===== config.mk =====
export PLATFORM = sky130hd
export DESIGN_NAME = ps2_mouse_packet_tracker_flat
export DESIGN_NICKNAME = d
export VERILOG_FILES = /design/src/design/ps2mt_pkg.sv /design/src/design/ps2mt_if.sv /design/src/design/ps2mt_front.sv /design/src/design/ps2mt_queue.sv /design/src/design/ps2mt_back.sv /design/src/design/ps2_mouse_packet_tracker.sv /design/src/flat_wrapper.sv
export SDC_FILE = /design/constraint.sdc
export NUM_CORES = 1
export LEC_CHECK = 0
export ABC_CLOCK_PERIOD_IN_PS = 9270
export BUFFER_PORTS_ARGS = -buffer_cell sky130_fd_sc_hd__buf_2
export CORE_ASPECT_RATIO = 1.1
export CORE_MARGIN = 1.5
export CORE_UTILIZATION = 40
export DETAILED_ROUTE_END_ITERATION = 8
export SYNTH_ARGS = -nofsm -noshare
export SYNTH_HDL_FRONTEND = slang
export SYNTH_SLANG_ARGS = --single-unit

===== constraint.sdc =====
create_clock -name clk_i -period 9.27 [get_ports clk_i]
set_input_delay 1.3905 -clock clk_i [delete_from_list [all_inputs] [get_ports clk_i]]
set_output_delay 1.3905 -clock clk_i [all_outputs]
set_load 0.01 [all_outputs]

===== src/design/ps2mt_pkg.sv =====
`default_nettype none

package ps2mt_pkg;

  // Cursor footprint in pixels, taken off the screen size for the clamp
  localparam int CURSOR_SIZE = 10;

  // Cursor position after reset
  localparam logic [9:0] RESET_COL = 10'd160;
  localparam logic [9:0] RESET_ROW = 10'd100;

  // Configuration register defaults
  localparam logic [9:0] RESET_SCREEN_W = 10'd320;
  localparam logic [9:0] RESET_SCREEN_H = 10'd200;

  // Configuration register indexes (word address bits)
  localparam logic [1:0] REG_SCREEN_WIDTH  = 2'd0;
  localparam logic [1:0] REG_SCREEN_HEIGHT = 2'd1;
  localparam logic [1:0] REG_GRAPHICS_ON   = 2'd2;

  // Header byte bit positions
  localparam int HDR_SYNC_BIT = 3;
  localparam int HDR_XSIGN_BIT = 4;
  localparam int HDR_YSIGN_BIT = 5;

  // One complete packet, handed from the byte assembler to the cursor unit
  typedef struct packed {
    logic       track;    // graphics mode was on when the packet closed
    logic       x_sign;
    logic       y_sign;
    logic [2:0] buttons;
    logic [7:0] x_low;
    logic [7:0] y_low;
  } packet_t;

  // Clamp a position to 0 .. size - CURSOR_SIZE, with a negative limit taken as 0
  function automatic logic [9:0] clamp_pos(logic signed [11:0] pos, logic [9:0] size);
    logic signed [11:0] lim;
    logic signed [11:0] p;
    lim = $signed({2'b00, size}) - $signed(12'(CURSOR_SIZE));
    if (lim < 0) lim = '0;
    p = pos;
    if (p < 0) p = '0;
    if (p >= lim) p = lim;
    return p[9:0];
  endfunction

endpackage

`default_nettype wire


===== src/design/ps2mt_if.sv =====
`default_nettype none

// Byte channel from the mouse link
interface ps2mt_byte_if;
  logic       valid;
  logic       ready;
  logic [7:0] rx_byte;

  modport source (output valid, output rx_byte, input ready);
  modport sink (input valid, input rx_byte, output ready);
endinterface

// Cursor update channel
interface ps2mt_cursor_if;
  logic       valid;
  logic       ready;
  logic [9:0] new_x;
  logic [9:0] new_y;
  logic [9:0] prev_x;
  logic [9:0] prev_y;
  logic       restore_prev;
  logic [2:0] button_bits;

  modport source (output valid, output new_x, output new_y, output prev_x, output prev_y,
                  output restore_prev, output button_bits, input ready);
  modport sink (input valid, input new_x, input new_y, input prev_x, input prev_y,
                input restore_prev, input button_bits, output ready);
endinterface

`default_nettype wire


===== src/design/ps2mt_front.sv =====
`default_nettype none

module ps2mt_front (
  input  wire logic              clk_i,
  input  wire logic              rst_ni,
  ps2mt_byte_if.sink             rx_in,
  input  wire logic              graphics_on_i,
  input  wire logic              queue_full_i,
  output logic                   push_o,
  output ps2mt_pkg::packet_t     push_pkt_o
);
  import ps2mt_pkg::*;

  typedef enum logic [2:0] {
    PH_HEADER = 3'b001,
    PH_XDELTA = 3'b010,
    PH_YDELTA = 3'b100
  } phase_e;

  phase_e     phase_q, phase_d;
  logic [7:0] header_q, header_d;
  logic [7:0] x_low_q, x_low_d;
  logic       accept;

  // Take a word whenever the queue has room for a finished packet
  assign rx_in.ready = !queue_full_i;
  assign accept      = rx_in.valid && rx_in.ready;

  // Walk the three-word packet, syncing on a header with bit 3 set
  always_comb begin
    phase_d  = phase_q;
    header_d = header_q;
    x_low_d  = x_low_q;
    push_o   = 1'b0;
    if (accept) begin
      unique case (phase_q)
        PH_XDELTA: begin
          x_low_d = rx_in.rx_byte;
          phase_d = PH_YDELTA;
        end
        PH_YDELTA: begin
          push_o  = 1'b1;
          phase_d = PH_HEADER;
        end
        default: begin
          if (rx_in.rx_byte[HDR_SYNC_BIT]) begin
            header_d = rx_in.rx_byte;
            phase_d  = PH_XDELTA;
          end else begin
            phase_d = PH_HEADER;
          end
        end
      endcase
    end
  end

  // Build the packet from the held words and the closing word
  always_comb begin
    push_pkt_o.track   = graphics_on_i;
    push_pkt_o.x_sign  = header_q[HDR_XSIGN_BIT];
    push_pkt_o.y_sign  = header_q[HDR_YSIGN_BIT];
    push_pkt_o.buttons = header_q[2:0];
    push_pkt_o.x_low   = x_low_q;
    push_pkt_o.y_low   = rx_in.rx_byte;
  end

  always_ff @(posedge clk_i or negedge rst_ni) begin
    if (!rst_ni) begin
      phase_q  <= PH_HEADER;
      header_q <= '0;
      x_low_q  <= '0;
    end else begin
      phase_q  <= phase_d;
      header_q <= header_d;
      x_low_q  <= x_low_d;
    end
  end

endmodule

`default_nettype wire


===== src/design/ps2mt_queue.sv =====
`default_nettype none

module ps2mt_queue #(
  parameter int DEPTH = 2
) (
  input  wire logic              clk_i,
  input  wire logic              rst_ni,
  input  wire logic              push_i,
  input  wire ps2mt_pkg::packet_t push_pkt_i,
  output logic                   full_o,
  output logic                   valid_o,
  input  wire logic              pop_i,
  output ps2mt_pkg::packet_t     pop_pkt_o
);
  import ps2mt_pkg::*;

  localparam int PTR_W = (DEPTH > 1) ? $clog2(DEPTH) : 1;
  localparam int CNT_W = $clog2(DEPTH + 1);

  packet_t            slot_q [DEPTH];
  logic [PTR_W-1:0]   wr_ptr_q, rd_ptr_q;
  logic [CNT_W-1:0]   count_q;
  logic               do_push, do_pop;

  assign full_o    = (count_q == CNT_W'(DEPTH));
  assign valid_o   = (count_q != '0);
  assign pop_pkt_o = slot_q[rd_ptr_q];
  assign do_push   = push_i && !full_o;
  assign do_pop    = pop_i && valid_o;

  // Store a packet at the write pointer
  always_ff @(posedge clk_i) begin
    if (do_push) slot_q[wr_ptr_q] <= push_pkt_i;
  end

  // Advance pointers and track fill
  always_ff @(posedge clk_i or negedge rst_ni) begin
    if (!rst_ni) begin
      wr_ptr_q <= '0;
      rd_ptr_q <= '0;
      count_q  <= '0;
    end else begin
      if (do_push) begin
        wr_ptr_q <= (wr_ptr_q == PTR_W'(DEPTH - 1)) ? '0 : wr_ptr_q + 1'b1;
      end
      if (do_pop) begin
        rd_ptr_q <= (rd_ptr_q == PTR_W'(DEPTH - 1)) ? '0 : rd_ptr_q + 1'b1;
      end
      if (do_push && !do_pop) begin
        count_q <= count_q + 1'b1;
      end else if (do_pop && !do_push) begin
        count_q <= count_q - 1'b1;
      end
    end
  end

endmodule

`default_nettype wire


===== src/design/ps2mt_back.sv =====
`default_nettype none

module ps2mt_back (
  input  wire logic               clk_i,
  input  wire logic               rst_ni,
  input  wire logic [9:0]         screen_width_i,
  input  wire logic [9:0]         screen_height_i,
  input  wire logic               pkt_valid_i,
  input  wire ps2mt_pkg::packet_t pkt_i,
  output logic                    pop_o,
  ps2mt_cursor_if.source          cur_out
);
  import ps2mt_pkg::*;

  logic [9:0]         col_q, row_q;
  logic               shown_q;
  logic               out_valid_q, out_valid_d;
  logic [9:0]         new_x_q, new_y_q, prev_x_q, prev_y_q;
  logic               restore_q;
  logic [2:0]         buttons_q;
  logic signed [11:0] x_sum, y_sum;
  logic [9:0]         col_next, row_next;
  logic               emit;

  // Take a packet when the output word is free or leaving this cycle
  assign pop_o = pkt_valid_i && (!out_valid_q || cur_out.ready);
  assign emit  = pop_o && pkt_i.track;

  // Add X, subtract Y, then clamp both against the screen
  assign x_sum    = $signed({2'b00, col_q}) + $signed({{4{pkt_i.x_sign}}, pkt_i.x_low});
  assign y_sum    = $signed({2'b00, row_q}) - $signed({{4{pkt_i.y_sign}}, pkt_i.y_low});
  assign col_next = clamp_pos(x_sum, screen_width_i);
  assign row_next = clamp_pos(y_sum, screen_height_i);

  always_comb begin
    out_valid_d = out_valid_q;
    if (emit) begin
      out_valid_d = 1'b1;
    end else if (cur_out.ready) begin
      out_valid_d = 1'b0;
    end
  end

  // Hold cursor state; a packet in text mode only hides the cursor
  always_ff @(posedge clk_i or negedge rst_ni) begin
    if (!rst_ni) begin
      col_q       <= RESET_COL;
      row_q       <= RESET_ROW;
      shown_q     <= 1'b0;
      out_valid_q <= 1'b0;
    end else begin
      out_valid_q <= out_valid_d;
      if (emit) begin
        col_q   <= col_next;
        row_q   <= row_next;
        shown_q <= 1'b1;
      end else if (pop_o) begin
        shown_q <= 1'b0;
      end
    end
  end

  // Load the output word
  always_ff @(posedge clk_i) begin
    if (emit) begin
      new_x_q   <= col_next;
      new_y_q   <= row_next;
      prev_x_q  <= col_q;
      prev_y_q  <= row_q;
      restore_q <= shown_q;
      buttons_q <= pkt_i.buttons;
    end
  end

  assign cur_out.valid        = out_valid_q;
  assign cur_out.new_x        = new_x_q;
  assign cur_out.new_y        = new_y_q;
  assign cur_out.prev_x       = prev_x_q;
  assign cur_out.prev_y       = prev_y_q;
  assign cur_out.restore_prev = restore_q;
  assign cur_out.button_bits  = buttons_q;

endmodule

`default_nettype wire


===== src/design/ps2_mouse_packet_tracker.sv =====
// Channel  | Dir | Handshake     | Word contents
// ---------+-----+---------------+----------------------------------------------
// rx_in    | in  | valid/ready   | rx_byte
// cur_out  | out | valid/ready   | new_x new_y prev_x prev_y restore_prev
//          |     |               | button_bits
// APB      | in  | psel/penable  | screen_width(0x0) screen_height(0x4) graphics_on(0x8)
//
// One word is taken per cycle while the queue is not full. The third word of a
// packet lands in the queue, and the cursor unit turns it into a registered
// output word once the output word is free. The queue lets the front
// keep taking words while the output word waits; it stalls only when full.
// Reset clears the phase, the queue and the output valid; no clearing pass.
`default_nettype none

module ps2_mouse_packet_tracker #(
  parameter int QUEUE_DEPTH = 2
) (
  input  wire logic        clk_i,
  input  wire logic        rst_ni,
  ps2mt_byte_if.sink       rx_in,
  ps2mt_cursor_if.source   cur_out,
  input  wire logic        psel,
  input  wire logic        penable,
  input  wire logic        pwrite,
  input  wire logic [3:0]  paddr,
  input  wire logic [31:0] pwdata,
  output logic [31:0]      prdata,
  output logic             pready
);
  import ps2mt_pkg::*;

  logic [9:0] screen_w_q, screen_h_q;
  logic       graphics_on_q;
  logic       cfg_write;
  logic       push, full, q_valid, pop;
  packet_t    push_pkt, pop_pkt;

  // Configuration registers
  assign pready    = 1'b1;
  assign cfg_write = psel && penable && pwrite && pready;

  always_ff @(posedge clk_i or negedge rst_ni) begin
    if (!rst_ni) begin
      screen_w_q    <= RESET_SCREEN_W;
      screen_h_q    <= RESET_SCREEN_H;
      graphics_on_q <= 1'b1;
    end else if (cfg_write) begin
      unique case (paddr[3:2])
        REG_SCREEN_WIDTH:  screen_w_q    <= pwdata[9:0];
        REG_SCREEN_HEIGHT: screen_h_q    <= pwdata[9:0];
        REG_GRAPHICS_ON:   graphics_on_q <= pwdata[0];
        default: ;
      endcase
    end
  end

  // Read back
  always_comb begin
    unique case (paddr[3:2])
      REG_SCREEN_WIDTH:  prdata = {22'd0, screen_w_q};
      REG_SCREEN_HEIGHT: prdata = {22'd0, screen_h_q};
      REG_GRAPHICS_ON:   prdata = {31'd0, graphics_on_q};
      default:           prdata = '0;
    endcase
  end

  ps2mt_front u_front (
    .clk_i         (clk_i),
    .rst_ni        (rst_ni),
    .rx_in         (rx_in),
    .graphics_on_i (graphics_on_q),
    .queue_full_i  (full),
    .push_o        (push),
    .push_pkt_o    (push_pkt)
  );

  ps2mt_queue #(
    .DEPTH (QUEUE_DEPTH)
  ) u_queue (
    .clk_i      (clk_i),
    .rst_ni     (rst_ni),
    .push_i     (push),
    .push_pkt_i (push_pkt),
    .full_o     (full),
    .valid_o    (q_valid),
    .pop_i      (pop),
    .pop_pkt_o  (pop_pkt)
  );

  ps2mt_back u_back (
    .clk_i           (clk_i),
    .rst_ni          (rst_ni),
    .screen_width_i  (screen_w_q),
    .screen_height_i (screen_h_q),
    .pkt_valid_i     (q_valid),
    .pkt_i           (pop_pkt),
    .pop_o           (pop),
    .cur_out         (cur_out)
  );

endmodule

`default_nettype wire


===== src/flat_wrapper.sv =====
// flat-port wrapper written by rule: the top's interface ports become plain ports
module ps2_mouse_packet_tracker_flat import ps2mt_pkg::*;
#(
  parameter int QUEUE_DEPTH = 2
)
  (clk_i, rst_ni, psel, penable, pwrite, paddr, pwdata, prdata, pready, rx_in_valid, rx_in_rx_byte, rx_in_ready, cur_out_valid, cur_out_new_x, cur_out_new_y, cur_out_prev_x, cur_out_prev_y, cur_out_restore_prev, cur_out_button_bits, cur_out_ready);
  ps2mt_byte_if rx_in_i ();
  ps2mt_cursor_if cur_out_i ();
  input  wire logic clk_i;
  input  wire logic rst_ni;
  input  wire logic psel;
  input  wire logic penable;
  input  wire logic pwrite;
  input  wire logic [3:0] paddr;
  input  wire logic [31:0] pwdata;
  output logic [31:0] prdata;
  output logic pready;
  input wire logic [$bits(rx_in_i.valid)-1:0] rx_in_valid;
  input wire logic [$bits(rx_in_i.rx_byte)-1:0] rx_in_rx_byte;
  output wire logic [$bits(rx_in_i.ready)-1:0] rx_in_ready;
  output wire logic [$bits(cur_out_i.valid)-1:0] cur_out_valid;
  output wire logic [$bits(cur_out_i.new_x)-1:0] cur_out_new_x;
  output wire logic [$bits(cur_out_i.new_y)-1:0] cur_out_new_y;
  output wire logic [$bits(cur_out_i.prev_x)-1:0] cur_out_prev_x;
  output wire logic [$bits(cur_out_i.prev_y)-1:0] cur_out_prev_y;
  output wire logic [$bits(cur_out_i.restore_prev)-1:0] cur_out_restore_prev;
  output wire logic [$bits(cur_out_i.button_bits)-1:0] cur_out_button_bits;
  input wire logic [$bits(cur_out_i.ready)-1:0] cur_out_ready;
  assign rx_in_i.valid = rx_in_valid;
  assign rx_in_i.rx_byte = rx_in_rx_byte;
  assign rx_in_ready = rx_in_i.ready;
  assign cur_out_valid = cur_out_i.valid;
  assign cur_out_new_x = cur_out_i.new_x;
  assign cur_out_new_y = cur_out_i.new_y;
  assign cur_out_prev_x = cur_out_i.prev_x;
  assign cur_out_prev_y = cur_out_i.prev_y;
  assign cur_out_restore_prev = cur_out_i.restore_prev;
  assign cur_out_button_bits = cur_out_i.button_bits;
  assign cur_out_i.ready = cur_out_ready;
  ps2_mouse_packet_tracker #(.QUEUE_DEPTH(QUEUE_DEPTH)) u_core (.clk_i(clk_i), .rst_ni(rst_ni), .rx_in(rx_in_i), .cur_out(cur_out_i), .psel(psel), .penable(penable), .pwrite(pwrite), .paddr(paddr), .pwdata(pwdata), .prdata(prdata), .pready(pready));
endmodule

==> impl_metrics.ini <==
[timing]
hold_ws_ns = 0.461
worst_slack_ns = 4.00
hold_viol_final = 0
worst_slew_pin_slew_ns = 1.03
fin_crit_sh = 0.568
tns_ns = 0
fin_skew_ns = 0.00928
setup_viol = 0
rsz0062_at_grt = no
finalMaxSlewViolations = 0
period_needed_ns = 5.27
max_freq_mhz = 190
max_slew_margin = 0.316

[synth]
yosys_warnings = 0
synth_edf_count = 88
ys_seq_area_frac = 0.530
syn_inst = 657
syn_area_mm2 = 0.00799
async_reset_ff_frac = 0.417
synthDistinctLibCells = 65
ys_ff_latch = 151
synth_area_per_cell_um2 = 12.2
postSynth.topFlopCell = edfxtp_1

[cts]
root_buffer = clkbuf_16
cts_resized = 0
tritoncts = done
clk-insertion-delay-late_ns = 0.42
cts_buffers = 17
cts_setup_buffers = 0
cts.clk_slew.worst_paths_ns = 0.06
ctsHoldBuffers = 0
htreeDepth = 4
cts_max_path_buffers = 2
cts.sinks = 151

[pwr]
power_mw = 3.81
power_density_mw_per_mm2 = 415
vdd_drop_max_mv = 0.185
power_leakage_nw = 3.92

[place]
place_area_mm2 = 0.00859
post-place-cells = 979
pre_cts_slack_ns = 4.06
dp_hpwl_um = 12600
gp_congestion = 0.819
portBuffers = 82

[finish]
n_antenna_cell = 0
area_delta_synth_final_pct = 14.8
fin_area_mm2 = 0.00917
fill_cells = 1807
fin_util = 0.465
drive_gt1_frac = 0.266
layout.nets = 844
seqCellArea_mm2 = 0.00423
multi_input_area_mm2 = 0.00348
layoutNonFillerInstCount = 1011

[detailed_routing]
vias = 5299
ant_nets = 0
post_drt_wl_per_cell_um = 17.1
drc = 0
dr.first_iter.drc_count = 275
first_pass_iters = 4
vias_per_cell = 5.24
totalWireLength_um = 17300

[grt]
grt_max_degree = 64
antenna_found_initial = 0
grt_pass1_vias = 5432
grt_overflow = 0
grtUsageTotal = 0.173
grt_pass1_wl_um = 27000

[die]
fp.dieW_um = 138
die_y_um = 151
row_count = 54
io_pins = 130
start_util = 0.405
die_area_mm2 = 0.0208
core_mm2 = 0.0197

[worst_setup_path]
arrival_ns = 5.57
critPathKind = flop to flop
crit_fanout = 23
critical_path_required_ns = 9.57
startpoint_type = flop
critPathCaptureType = flop

[min_path]
min_path_type = flop to flop

[job]
drv_cap = 0

[outcome]
status = completed
==> cells by family after synthesis <==
logic type	after synthesis	share of synthesized area
XOR/XNOR	23	0.0252
AO/OA/AOI/OAI	109	0.0959
flip-flops	151	0.530
other	2	0.000940
multiplexers	91	0.123
AND/OR/NAND/NOR	165	0.104
buffers and inverters	69	0.0450
adder cells (fa/ha/maj)	47	0.0755
==> registers in the layout, summed over array words and instances (netlist names) <==
signal	count
u_core.u_front.phase_q	3
u_core.u_back.cur_out.restore_prev	1
u_core.u_queue.slot_q	44
u_core.u_back.col_q	10
u_core.screen_w_q	10
u_core.u_back.cur_out.new_y	10
u_core.u_front.x_low_q	8
u_core.u_queue.rd_ptr_q	1
u_core.u_front.header_q	5
u_core.u_back.cur_out.valid	1
u_core.u_queue.wr_ptr_q	1
u_core.u_back.cur_out.prev_y	10
u_core.u_back.cur_out.prev_x	10
u_core.u_back.shown_q	1
u_core.u_back.row_q	10
u_core.screen_h_q	10
u_core.u_back.cur_out.button_bits	3
u_core.u_queue.count_q	2
u_core.graphics_on_q	1
u_core.u_back.cur_out.new_x	10
==> final timing paths <==
check                                                     from                                            to  slack (ns)  cells past startpoint
setup / recovery           u_core.u_queue.rd_ptr_q$_DFFE_PN0P_            u_core.u_back.col_q[2]$_DFFE_PN0P_        4.00                     18
hold / removal               u_core.u_back.shown_q$_DFFE_PN0P_  u_core.u_back.cur_out.restore_prev$_DFFE_PP_        0.46                      0
setup reg to reg           u_core.u_queue.rd_ptr_q$_DFFE_PN0P_            u_core.u_back.col_q[2]$_DFFE_PN0P_        4.00                     18
hold reg to reg              u_core.u_back.shown_q$_DFFE_PN0P_  u_core.u_back.cur_out.restore_prev$_DFFE_PP_        0.46                      0
max in group asynchronous                               rst_ni             u_core.u_back.shown_q$_DFFE_PN0P_        7.52                      2
min in group asynchronous                               rst_ni              u_core.screen_h_q[8]$_DFFE_PN0P_        1.16                      2
==> cell type report <==
| class | count | area share |
|---|---|---|
| sequential | 151 | 0.462 |
| multi-input combinational | 458 | 0.379 |
| timing repair buffer | 87 | 0.0488 |
| clock buffer | 20 | 0.0476 |
| tap | 252 | 0.0344 |
| clock inverter | 12 | 0.0156 |
| inverter | 31 | 0.0127 |
==> Yosys cell counts (12+ instances only) <==
cell / number / area share
edfxtp_1: 88 / 0.33
mux2_2: 57 / 0.080
dfrtp_1: 51 / 0.16
ha_1: 45 / 0.071
nand2_1: 44 / 0.021
nor2_1: 37 / 0.017
mux2i_1: 34 / 0.043
inv_1: 30 / 0.014
buf_4: 24 / 0.023
a21oi_1: 21 / 0.013
o21ai_0: 20 / 0.013
nand2b_1: 19 / 0.015
nor3_1: 13 / 0.0081
o211ai_1: 13 / 0.012
xnor2_1: 13 / 0.014
a21o_1: 12 / 0.011
dfstp_2: 12 / 0.039
nand3_1: 12 / 0.0075
==> critical path, cell delays in order, from the launching register on <==
cell,delay (ns)
dfrtp_1,0.32
buf_4,0.32
mux2i_1,0.46
inv_1,0.22
ha_1,0.39
a21o_1,0.27
a21oi_1,0.17
a2bb2oi_1,0.23
o211ai_2,0.24
nand3_1,0.19
inv_1,0.06
ha_1,0.20
or4_1,0.57
a211oi_1,0.22
o21ai_0,0.11
o221ai_1,0.08
nand3_1,0.49
mux2i_1,0.29
mux2_2,0.30
==> where the power goes <==
group          leakage [nW]  switching (mW)  internal [mW]
clock                 0.274           0.285          0.402
sequential             1.57           0.137           1.05
combinational          2.08            1.13          0.810
==> layer usage <==
layer	vias up	global-route usage	part of all wire
met5	-	0	0
met4	0	0.0828	0.032
met3	36	0.0325	0.029
met2	92	0.307	0.52
met1	2627	0.201	0.42
li1	2544	-	-
==> layout by cell type (no fill, tap or decap), types with 3 or more instances in the layout <==
cell / synthesis / routed
a21o_1: 12 / 12
or3_1: 4 / 4
nor3_1: 13 / 13
o211ai_1: 13 / 13
nor2b_1: 10 / 10
conb_1: 2 / 23
clkinvlp_4: 0 / 3
a21boi_0: 3 / 3
nand2b_1: 19 / 19
a31oi_1: 5 / 5
and2_1: 4 / 4
buf_2: 2 / 82
a211oi_1: 5 / 5
clkbuf_1: 11 / 3
buf_4: 24 / 5
nand2_1: 44 / 44
o21ai_0: 20 / 20
clkbuf_16: 0 / 17
o211ai_2: 3 / 3
edfxtp_1: 88 / 88
inv_6: 0 / 4
a21oi_1: 21 / 21
mux2i_1: 34 / 34
nand3_1: 12 / 12
or4_1: 4 / 4
mux2_2: 57 / 57
ha_1: 45 / 45
o21a_1: 4 / 4
o221ai_1: 3 / 3
xor2_1: 10 / 10
xnor2_1: 13 / 13
dfstp_2: 12 / 12
dfrtp_1: 51 / 51
nor2_1: 37 / 37
inv_1: 30 / 30
(Power assumes the default switching activity.)
